==> config.mk <==
export PLATFORM = sky130hd
export DESIGN_NAME = fixed_timestep_accumulator
export DESIGN_NICKNAME = d
export VERILOG_FILES = /design/src/rtl/core/fta_pkg.sv /design/src/rtl/core/fta_ctrl.sv /design/src/rtl/core/fta_dp.sv /design/src/rtl/core/fixed_timestep_accumulator.sv
export VERILOG_INCLUDE_DIRS = /design/src /design/src/rtl/core
export SDC_FILE = /design/constraint.sdc
export NUM_CORES = 2
export LEC_CHECK = 0
export ABC_AREA = 1
export ABC_CLOCK_PERIOD_IN_PS = 10200
export BUFFER_PORTS_ARGS = -buffer_cell sky130_fd_sc_hd__buf_2
export CORE_AREA = 3 3 224 391
export CTS_CLUSTER_DIAMETER = 100
export DETAILED_ROUTE_END_ITERATION = 8
export DIE_AREA = 0 0 227 394
export PLACE_DENSITY = 0.79
export SYNTH_ARGS = -nofsm -noshare
export SYNTH_HDL_FRONTEND = slang
export SYNTH_HIERARCHICAL = 1
export SYNTH_SLANG_ARGS = --single-unit
export TNS_END_PERCENT = 30
==> constraint.sdc <==
create_clock -name clock -period 10.2 [get_ports clock]
set_input_delay 0.51 -clock clock [delete_from_list [all_inputs] [get_ports clock]]
set_output_delay 0.51 -clock clock [all_outputs]
set_load 0.02 [all_outputs]
==> src/rtl/core/assert_macros.svh <==
// assertion macros used by the sequencer fta_ctrl
`ifndef ASSERT_MACROS_SVH
`define ASSERT_MACROS_SVH

// same-cycle implication, reset disables the check
`define ASSERT_SAME(label, clk, rst, ante, cons, msg) \
   label: assert property (@(posedge clk) disable iff (rst) (ante) |-> (cons)) \
      else $error(msg);

// next-cycle implication, reset disables the check
`define ASSERT_NEXT(label, clk, rst, ante, cons, msg) \
   label: assert property (@(posedge clk) disable iff (rst) (ante) |=> (cons)) \
      else $error(msg);

`endif

==> src/rtl/core/fta_pkg.sv <==
// types, constants and codes of the fixed timestep accumulator
package fta_pkg;

   localparam int STEP_LIMIT      = 60;
   localparam int TIME_FRAC_BITS  = 20;
   localparam int ALPHA_BITS      = 16;
   localparam int SCALE_FRAC_BITS = 12;

   localparam int FIXED_STEP_W = 21;
   localparam int TIME_SCALE_W = 17;
   localparam int MAX_STEPS_W  = 6;
   localparam int CSR_DATA_W   = 21;
   localparam int CSR_INDEX_W  = 2;
   localparam int DELTA_W      = 32;
   localparam int ACC_W        = 38;
   localparam int SUM_W        = 48;
   localparam int COUNT_W      = 32;
   localparam int PRODUCT_W    = DELTA_W + TIME_SCALE_W;
   localparam int DIV_CNT_W    = $clog2(ALPHA_BITS);

   localparam logic [FIXED_STEP_W-1:0] STEP_MIN =
      FIXED_STEP_W'(((64'd1 << TIME_FRAC_BITS) + 64'd999) / 64'd1000);
   localparam logic [FIXED_STEP_W-1:0] STEP_MAX = FIXED_STEP_W'(64'd1 << TIME_FRAC_BITS);
   localparam logic [TIME_SCALE_W-1:0] SCALE_MAX =
      TIME_SCALE_W'(64'd16 << SCALE_FRAC_BITS);
   localparam logic [MAX_STEPS_W-1:0]  STEPS_MAX = MAX_STEPS_W'(STEP_LIMIT);

   localparam logic [FIXED_STEP_W-1:0] FIXED_STEP_RESET = FIXED_STEP_W'(17476);
   localparam logic [TIME_SCALE_W-1:0] TIME_SCALE_RESET = TIME_SCALE_W'(4096);
   localparam logic [MAX_STEPS_W-1:0]  MAX_STEPS_RESET  = MAX_STEPS_W'(5);

   localparam logic [DIV_CNT_W-1:0] DIV_LAST = DIV_CNT_W'(ALPHA_BITS - 1);

   typedef enum logic [1:0] {
      OP_FRAME    = 2'd0,
      OP_SINGLE   = 2'd1,
      OP_CONSUMED = 2'd2
   } op_type;

   typedef enum logic [CSR_INDEX_W-1:0] {
      CSR_FIXED_STEP = 2'd0,
      CSR_TIME_SCALE = 2'd1,
      CSR_MAX_STEPS  = 2'd2,
      CSR_PAUSED     = 2'd3
   } csr_index_type;

   typedef enum logic [2:0] {
      ST_IDLE,
      ST_APPLY,
      ST_ADD,
      ST_SUB,
      ST_DIV_INIT,
      ST_DIV,
      ST_DONE
   } state_type;

   typedef struct packed {
      logic [1:0]         op;
      logic [DELTA_W-1:0] frame_delta;
   } req_payload_type;

   typedef struct packed {
      logic [MAX_STEPS_W-1:0] step_count;
      logic                   clamped;
      logic [ALPHA_BITS-1:0]  alpha;
      logic [SUM_W-1:0]       real_time;
      logic [SUM_W-1:0]       game_time;
      logic [COUNT_W-1:0]     tick_total;
      logic [COUNT_W-1:0]     clamp_total;
   } rsp_payload_type;

   typedef struct packed {
      logic capture;
      logic apply;
      logic add;
      logic sub;
      logic clamp;
      logic div_init;
      logic div_step;
      logic load_out;
   } cmd_type;

   typedef struct packed {
      logic run_frame;
      logic acc_ge_step;
      logic below_max;
   } status_type;

endpackage

==> src/rtl/core/fta_ctrl.sv <==
// sequencer of the fixed timestep accumulator
`include "assert_macros.svh"

module fta_ctrl
   import fta_pkg::*;
(
   input  logic       clock,
   input  logic       reset,
   input  logic       req_valid,
   output logic       req_stall,
   output logic       rsp_valid,
   input  logic       rsp_stall,
   input  status_type status,
   output cmd_type    cmd
);

   state_type              state_ff, state_in;
   logic [DIV_CNT_W-1:0]   div_cnt_ff, div_cnt_in;
   logic                   rsp_valid_ff, rsp_valid_in;

   always_ff @(posedge clock) begin
      if (reset) begin
         state_ff     <= ST_IDLE;
         rsp_valid_ff <= 1'b0;
         div_cnt_ff   <= '0;
      end else begin
         state_ff     <= state_in;
         rsp_valid_ff <= rsp_valid_in;
         div_cnt_ff   <= div_cnt_in;
      end
   end

   always_comb begin
      state_in     = state_ff;
      div_cnt_in   = div_cnt_ff;
      rsp_valid_in = rsp_valid_ff && rsp_stall;
      cmd          = '0;
      case (state_ff)
         ST_IDLE: begin
            if (req_valid) begin
               cmd.capture = 1'b1;
               state_in    = ST_APPLY;
            end
         end
         ST_APPLY: begin
            cmd.apply = 1'b1;
            state_in  = status.run_frame ? ST_ADD : ST_DIV_INIT;
         end
         ST_ADD: begin
            cmd.add  = 1'b1;
            state_in = ST_SUB;
         end
         ST_SUB: begin
            if (status.acc_ge_step && status.below_max) begin
               cmd.sub = 1'b1;
            end else begin
               cmd.clamp = status.acc_ge_step;
               state_in  = ST_DIV_INIT;
            end
         end
         ST_DIV_INIT: begin
            cmd.div_init = 1'b1;
            div_cnt_in   = '0;
            state_in     = status.acc_ge_step ? ST_DONE : ST_DIV;
         end
         ST_DIV: begin
            cmd.div_step = 1'b1;
            div_cnt_in   = div_cnt_ff + 1'b1;
            if (div_cnt_ff == DIV_LAST) begin
               state_in = ST_DONE;
            end
         end
         ST_DONE: begin
            if (!rsp_valid_ff || !rsp_stall) begin
               cmd.load_out = 1'b1;
               rsp_valid_in = 1'b1;
               state_in     = ST_IDLE;
            end
         end
         default: begin
            state_in = ST_IDLE;
         end
      endcase
   end

   assign req_stall = (state_ff != ST_IDLE);
   assign rsp_valid = rsp_valid_ff;

   `ASSERT_SAME(a_rsp_from_done, clock, reset, $rose(rsp_valid_ff), $past(state_ff == ST_DONE), "result raised outside done")
   `ASSERT_NEXT(a_no_overwrite, clock, reset, (state_ff == ST_DONE) && rsp_valid_ff && rsp_stall, state_ff == ST_DONE, "waiting result overwritten")
   `ASSERT_NEXT(a_div_length, clock, reset, (state_ff == ST_DIV) && (div_cnt_ff == DIV_LAST), state_ff == ST_DONE, "division overran")

endmodule

==> src/rtl/core/fta_dp.sv <==
// datapath of the fixed timestep accumulator: registers, state and alpha divider
module fta_dp
   import fta_pkg::*;
(
   input  logic                   clock,
   input  logic                   reset,
   input  logic                   csr_we,
   input  logic [CSR_INDEX_W-1:0] csr_index,
   input  logic [CSR_DATA_W-1:0]  csr_wdata,
   input  req_payload_type        req_payload,
   input  cmd_type                cmd,
   output status_type             status,
   output rsp_payload_type        rsp_payload
);

   // configuration
   logic [FIXED_STEP_W-1:0] fixed_step_ff;
   logic [TIME_SCALE_W-1:0] time_scale_ff;
   logic [MAX_STEPS_W-1:0]  max_steps_ff;
   logic                    paused_ff;

   // architectural state
   logic [ACC_W-1:0]   acc_ff, acc_in;
   logic               pending_ff;
   logic [SUM_W-1:0]   real_sum_ff;
   logic [SUM_W-1:0]   game_sum_ff;
   logic [COUNT_W-1:0] tick_ff;
   logic [COUNT_W-1:0] clamp_cnt_ff;

   // per-request working registers
   logic [1:0]              op_ff;
   logic [DELTA_W-1:0]      delta_ff;
   logic [PRODUCT_W-1:0]    product_ff;
   logic [MAX_STEPS_W-1:0]  steps_ff;
   logic                    clamped_ff;
   logic [FIXED_STEP_W-1:0] rem_ff;
   logic [ALPHA_BITS-1:0]   quot_ff;
   rsp_payload_type         out_ff;

   logic [PRODUCT_W-SCALE_FRAC_BITS-1:0] scaled;
   logic [FIXED_STEP_W:0]                rem_dbl;
   logic                                 rem_ge;

   assign scaled  = product_ff[PRODUCT_W-1:SCALE_FRAC_BITS];
   assign rem_dbl = {rem_ff, 1'b0};
   assign rem_ge  = (rem_dbl >= {1'b0, fixed_step_ff});

   assign status.run_frame   = (op_ff == OP_FRAME) && !paused_ff;
   assign status.acc_ge_step = (acc_ff >= ACC_W'(fixed_step_ff));
   assign status.below_max   = (steps_ff < max_steps_ff);

   // configuration writes, saturated to range
   always_ff @(posedge clock) begin
      if (reset) begin
         fixed_step_ff <= FIXED_STEP_RESET;
         time_scale_ff <= TIME_SCALE_RESET;
         max_steps_ff  <= MAX_STEPS_RESET;
         paused_ff     <= 1'b0;
      end else if (csr_we) begin
         case (csr_index)
            CSR_FIXED_STEP: begin
               if (csr_wdata < STEP_MIN)      fixed_step_ff <= STEP_MIN;
               else if (csr_wdata > STEP_MAX) fixed_step_ff <= STEP_MAX;
               else                           fixed_step_ff <= csr_wdata;
            end
            CSR_TIME_SCALE: begin
               if (csr_wdata > CSR_DATA_W'(SCALE_MAX)) time_scale_ff <= SCALE_MAX;
               else time_scale_ff <= csr_wdata[TIME_SCALE_W-1:0];
            end
            CSR_MAX_STEPS: begin
               if (csr_wdata == '0) max_steps_ff <= MAX_STEPS_W'(1);
               else if (csr_wdata > CSR_DATA_W'(STEPS_MAX)) max_steps_ff <= STEPS_MAX;
               else max_steps_ff <= csr_wdata[MAX_STEPS_W-1:0];
            end
            CSR_PAUSED: begin
               paused_ff <= csr_wdata[0];
            end
            default: begin
            end
         endcase
      end
   end

   always_comb begin
      acc_in = acc_ff;
      if (cmd.add) begin
         acc_in = acc_ff + ACC_W'(scaled);
      end else if (cmd.sub) begin
         acc_in = acc_ff - ACC_W'(fixed_step_ff);
      end else if (cmd.clamp) begin
         acc_in = '0;
      end
   end

   // architectural state
   always_ff @(posedge clock) begin
      if (reset) begin
         acc_ff       <= '0;
         pending_ff   <= 1'b0;
         real_sum_ff  <= '0;
         game_sum_ff  <= '0;
         tick_ff      <= '0;
         clamp_cnt_ff <= '0;
      end else begin
         acc_ff <= acc_in;
         if (cmd.apply) begin
            case (op_ff)
               OP_FRAME: begin
                  real_sum_ff <= real_sum_ff + SUM_W'(delta_ff);
                  if (paused_ff && pending_ff) pending_ff <= 1'b0;
               end
               OP_SINGLE: begin
                  pending_ff <= 1'b1;
               end
               OP_CONSUMED: begin
                  game_sum_ff <= game_sum_ff + SUM_W'(fixed_step_ff);
                  tick_ff     <= tick_ff + 1'b1;
               end
               default: begin
               end
            endcase
         end
         if (cmd.clamp) clamp_cnt_ff <= clamp_cnt_ff + 1'b1;
      end
   end

   // working registers and alpha division, one quotient bit a cycle
   always_ff @(posedge clock) begin
      if (cmd.capture) begin
         op_ff      <= req_payload.op;
         delta_ff   <= req_payload.frame_delta;
         steps_ff   <= '0;
         clamped_ff <= 1'b0;
      end
      if (cmd.apply) begin
         product_ff <= PRODUCT_W'(delta_ff) * PRODUCT_W'(time_scale_ff);
         if ((op_ff == OP_FRAME) && paused_ff && pending_ff) steps_ff <= MAX_STEPS_W'(1);
      end
      if (cmd.sub) steps_ff <= steps_ff + 1'b1;
      if (cmd.clamp) clamped_ff <= 1'b1;
      if (cmd.div_init) begin
         rem_ff  <= acc_ff[FIXED_STEP_W-1:0];
         quot_ff <= status.acc_ge_step ? '1 : '0;
      end
      if (cmd.div_step) begin
         if (rem_ge) rem_ff <= FIXED_STEP_W'(rem_dbl - {1'b0, fixed_step_ff});
         else        rem_ff <= rem_dbl[FIXED_STEP_W-1:0];
         quot_ff <= {quot_ff[ALPHA_BITS-2:0], rem_ge};
      end
      if (cmd.load_out) begin
         out_ff.step_count  <= steps_ff;
         out_ff.clamped     <= clamped_ff;
         out_ff.alpha       <= quot_ff;
         out_ff.real_time   <= real_sum_ff;
         out_ff.game_time   <= game_sum_ff;
         out_ff.tick_total  <= tick_ff;
         out_ff.clamp_total <= clamp_cnt_ff;
      end
   end

   assign rsp_payload = out_ff;

endmodule

==> src/rtl/core/fixed_timestep_accumulator.sv <==
// top level of the fixed timestep accumulator
//
// Takes one request at a time: a frame with its real elapsed time (Q12.20), a
// single-step request, or a step-consumed event, and returns one result for
// each with the steps to run, a clamp flag, the interpolation fraction alpha
// (Q0.16, saturated) and the running totals. A request that does not run the
// timeline goes from acceptance to result through these steps: apply it, set
// up the divider, form the 16 alpha bits and load the output register. A
// running frame adds the scaled add, the removal of each fixed step it takes
// out, at most 60, and the exit from the step loop. When the accumulator
// already holds a whole step (only possible on a request that does not run
// the timeline, after the step was shortened) alpha saturates and the
// division is skipped. The step loop uses a subtractor that removes one
// fixed step per cycle, and alpha comes from a restoring divider that forms
// one bit per cycle. The next request can be taken in the cycle after the
// result is loaded. The result sits in an output register, so the next
// request is taken while it waits; a second result then holds the block until
// the first is taken. Registers are to be written through the csr port only
// while no request is in flight; the block itself does not enforce it. Out of
// range values saturate to the legal range, and no state needs clearing after
// reset.
module fixed_timestep_accumulator
   import fta_pkg::*;
(
   input  logic                   clock,
   input  logic                   reset,
   // request channel
   input  logic                   req_valid,
   output logic                   req_stall,
   input  req_payload_type        req_payload,
   // result channel
   output logic                   rsp_valid,
   input  logic                   rsp_stall,
   output rsp_payload_type        rsp_payload,
   // register write port
   input  logic                   csr_we,
   input  logic [CSR_INDEX_W-1:0] csr_index,
   input  logic [CSR_DATA_W-1:0]  csr_wdata
);

   // commands down to the datapath, status back to the sequencer
   cmd_type    cmd;
   status_type status;

   // sequencer: accept, scale, step removal, alpha division, hand-off
   fta_ctrl u_ctrl (
      .clock     (clock),
      .reset     (reset),
      .req_valid (req_valid),
      .req_stall (req_stall),
      .rsp_valid (rsp_valid),
      .rsp_stall (rsp_stall),
      .status    (status),
      .cmd       (cmd)
   );

   // datapath: registers, accumulator, totals, divider and output register
   fta_dp u_dp (
      .clock       (clock),
      .reset       (reset),
      .csr_we      (csr_we),
      .csr_index   (csr_index),
      .csr_wdata   (csr_wdata),
      .req_payload (req_payload),
      .cmd         (cmd),
      .status      (status),
      .rsp_payload (rsp_payload)
   );

endmodule
==> impl_results.md <==
* Run status: complete, no violations
* Power, Total at approximately 12 mW
* Arrival time worst endpoint at approximately 7 ns
* Insertion delay to the later sink of the worst-skew pair at about 0.65 ns
* Most used DFF post-synth: edfxtp_1
* CP required at 10.58 ns
* Max-Cap Viols at 0
* TritonCTS buffer count at 55
* Sw Pwr at about 5.7 mW
* Root buf cell: clkbuf_16
* Global route hottest layer: met2
* Post-DRT Antenna Nets at 0
* Final Max Tran Viols at 0
* Post-Syn Instances at between 6k and 7k
* CTS clk-pin slew, worst paths at roughly 0.06 ns
* Yosys reg bits at 550
* Via density at approximately 5.6
* Die height at 394 um
* TNS Setup at 0 ns
* GRT met2 Usage at approximately three fifths
* Yosys warns at 6
* Mapped cell area at a little under 50000 sq um
* Fillers at around 7.6k
* Initial Utilization at between 50% and 60%
* Hold-fix buffers, CTS at 0
* Top cell type's share of synthesized area at a little under a fifth
* Met3 usage in global routing at between 4 and 5%
* Final wirelength at 156 mm
* Global-route wire length before repair at ~240 mm
* Clock Skew at between 0.03 and 0.04 ns
* All-Layer GR Usage at 34.8%
* Final setup vio count at 0
* Post-CTS setup buffer count at 0
* Critical Path Sink Type: flip-flop
* Die area at approximately 89000 sq um
* EDFF count, synth at a little under 300
* Fraction of layout cells with a size suffix above 1 at between 6 and 7%
* Switching part of the total at 47.8%
* Area Growth Syn to Fin at 8.44%
* Crit Path Max Fanout at 18
* Net Count, Synth at roughly 7.3k
* Hold crit path type: input pin to flip-flop
* H-tree depth at 2
* DR DRC count at 0
* Worst-margin pin slew at 1.07 ns
* CTS tree: done
* Most frequent cells after synthesis: 1743 x nand2_1, 1403 x inv_1, 551 x nor2_1
* Drt wl/cell at roughly 20 um
* Post-synth ARST share at 0%
* Final clock period utilization by the worst path at between 60% and 70%
* FP Rows at roughly 140
* R2r setup slk at about 3.4 ns
* Fmax at roughly 0.15 GHz
* Die X at ~230 um
* Minimum clock period at roughly 6.8 ns
* Largest net degree at the start of global routing at roughly 180
* Seq/Total Area, Yosys at 28.4%
* Total clock sinks at between 500 and 600
* Final GP Congestion at 1.01
* P_int at 6.26 mW
* Combinational fraction of design power at a little over half
* Nets at between 7k and 8k
* Antenna violations before repair at 4
* Unrepaired setup endpoints after global routing: false
* Peak supply drop at roughly 0.24 mV
* Fin. Hold Viols at 0
* TritonRoute pass-1 iters at 7
* Synth area leader: fa_1
* Slew HR at between 20 and 30%
* Seq pwr share at between 20% and 30%
* P_leak at 27.3 nW
* Most area-consuming cells after synthesis: fa_1 18%, edfxtp_1 18%, nand2_1 13%, inv_1 11%, dfxtp_1 11%
* HPWL after detailed placement at ~120 mm
* DR iter-0 viols at roughly 3.4k
* Synth cell types at 65
* Core Area at 84500 sq um
* Vias at around 44k
* CP startpoint kind: flip-flop
* Count leader, synth: nand2_1
* Clock share of power at about a fifth
* CTS max path bufs at 3
* Post-CTS Resized at 0
* Kind of critical path: flip-flop to flip-flop
* Met1 usage at 37.7%
* Power Dens Cells at between 200 and 250 nW/um^2
* IO Count at approximately 250
* IO Port Bufs at around 250
* Grt ovf at 0
* Mean Syn Cell Area at 7.48 sq um
* Number of global-route vias before repair at between 40k and 50k
==> area by class of cell <==
type / instances / area [sq um] / share of cell area [%]
flip-flops and latches: 550 / 13900 / 26.2
inverters: 1411 / 5300 / 9.96
clock inverters: 28 / 384 / 0.721
well taps: 1072 / 1340 / 2.52
diodes: 2 / 5.00 / 0.00940
clock buffers: 76 / 1630 / 3.06
repair buffers: 285 / 1540 / 2.89
multi-input cells: 4401 / 29100 / 54.7
==> routing by layer <==
layer  routed length [um]  vias up
li1                     -    20500
met1                54000    20800
met2                77400     1895
met3                 9870      673
met4                14700        6
met5                   35        -
==> power groups by stage <==
stage               clock network [mW]  logic [mW]  registers [mW]
global route                      2.36        7.32            3.20
detailed placement                   0        6.44            3.23
finish                            2.25        6.53            3.20
floorplan                            0        4.58            2.96
global placement                     0        6.36            3.23
CTS                               2.29        6.49            3.18
==> worst max-delay path, stage by stage (launching register included) <==
cell and delay, ns:
edfxtp_1 1.00, nand2_1 0.20, fa_1 0.57, inv_1 0.05
fa_1 0.45, fa_1 0.50, fa_1 0.52, fa_1 0.54
inv_1 0.05, fa_1 0.75, inv_1 0.09, ha_1 0.41
a21oi_1 0.25, o21ai_0 0.20, a21oi_1 0.34, nor2_1 0.08
a211oi_1 0.30, nand2_1 0.10, nand2_1 0.06, nand2_1 0.04
==> stage by stage <==
step / setup WS (ns) / instance area [sq um] / util (%) / hold WS (ns) / cells
after floorplan: 3.92 / 49100 / - / 0.400 / 6567
after global placement: 3.66 / 51200 / 60.6 / 0.404 / 7719
after detailed placement: 3.61 / 51200 / 60.6 / 0.405 / 7719
after CTS: 3.57 / 53200 / 63.0 / 0.00729 / 7823
after global routing: 3.18 / 53200 / 63.0 / 0.0223 / 7824
final: 3.41 / 53200 / 63.0 / 0.0367 / 7825
==> logic make-up after synthesis <==
family	after synthesis	share of synthesized area, %
AND/OR/NAND/NOR	2837	23.8
buffers and inverters	1616	12.5
AO/OA/AOI/OAI	744	8.39
adder cells (fa/ha/maj)	714	25.1
flip-flops	550	28.4
XOR/XNOR	106	1.89
==> layout by cell type (no fill, tap or decap), types with 21 or more instances in the layout <==
master and count:
a21oi_1 333, a31oi_1 21, buf_2 245, buf_4 39, clkbuf_16 60, dfxtp_1 257
edfxtp_1 291, fa_1 452, ha_1 262, inv_1 1402, nand2_1 1743, nand3_1 288
nand4_1 67, nor2_1 548, nor3_1 84, nor4_1 25, o211ai_1 26, o21ai_0 243
o21bai_1 35, xnor2_1 30, xor2_1 76
==> registers in the layout, indices dropped and copies added, names as in the netlist <==
signal	count
u_ctrl/div_cnt_ff	4
u_ctrl/rsp_valid	1
u_ctrl/state_ff	3
u_dp/acc_ff	38
u_dp/clamp_cnt_ff	32
u_dp/clamped_ff	1
u_dp/delta_ff	32
u_dp/fixed_step_ff	21
u_dp/game_sum_ff	48
u_dp/max_steps_ff	6
u_dp/op_ff	2
u_dp/paused_ff	1
u_dp/pending_ff	1
u_dp/product_ff	37
u_dp/quot_ff	16
u_dp/real_sum_ff	48
u_dp/rem_ff	21
u_dp/rsp_payload	183
u_dp/steps_ff	6
u_dp/tick_ff	32
u_dp/time_scale_ff	17
==> path summary, 6_finish.rpt <==
path	start	end	cells past startpoint
hold reg to reg	u_dp/quot_ff[15]	u_dp/rsp_payload[175]	0
setup reg to reg	u_dp/delta_ff[30]	u_dp/product_ff[48]	19
setup / recovery	u_dp/delta_ff[30]	u_dp/product_ff[48]	19
hold / removal	req_payload[23]	u_dp/delta_ff[23]	1
No activity file was read; power rests on OpenSTA's default activity.
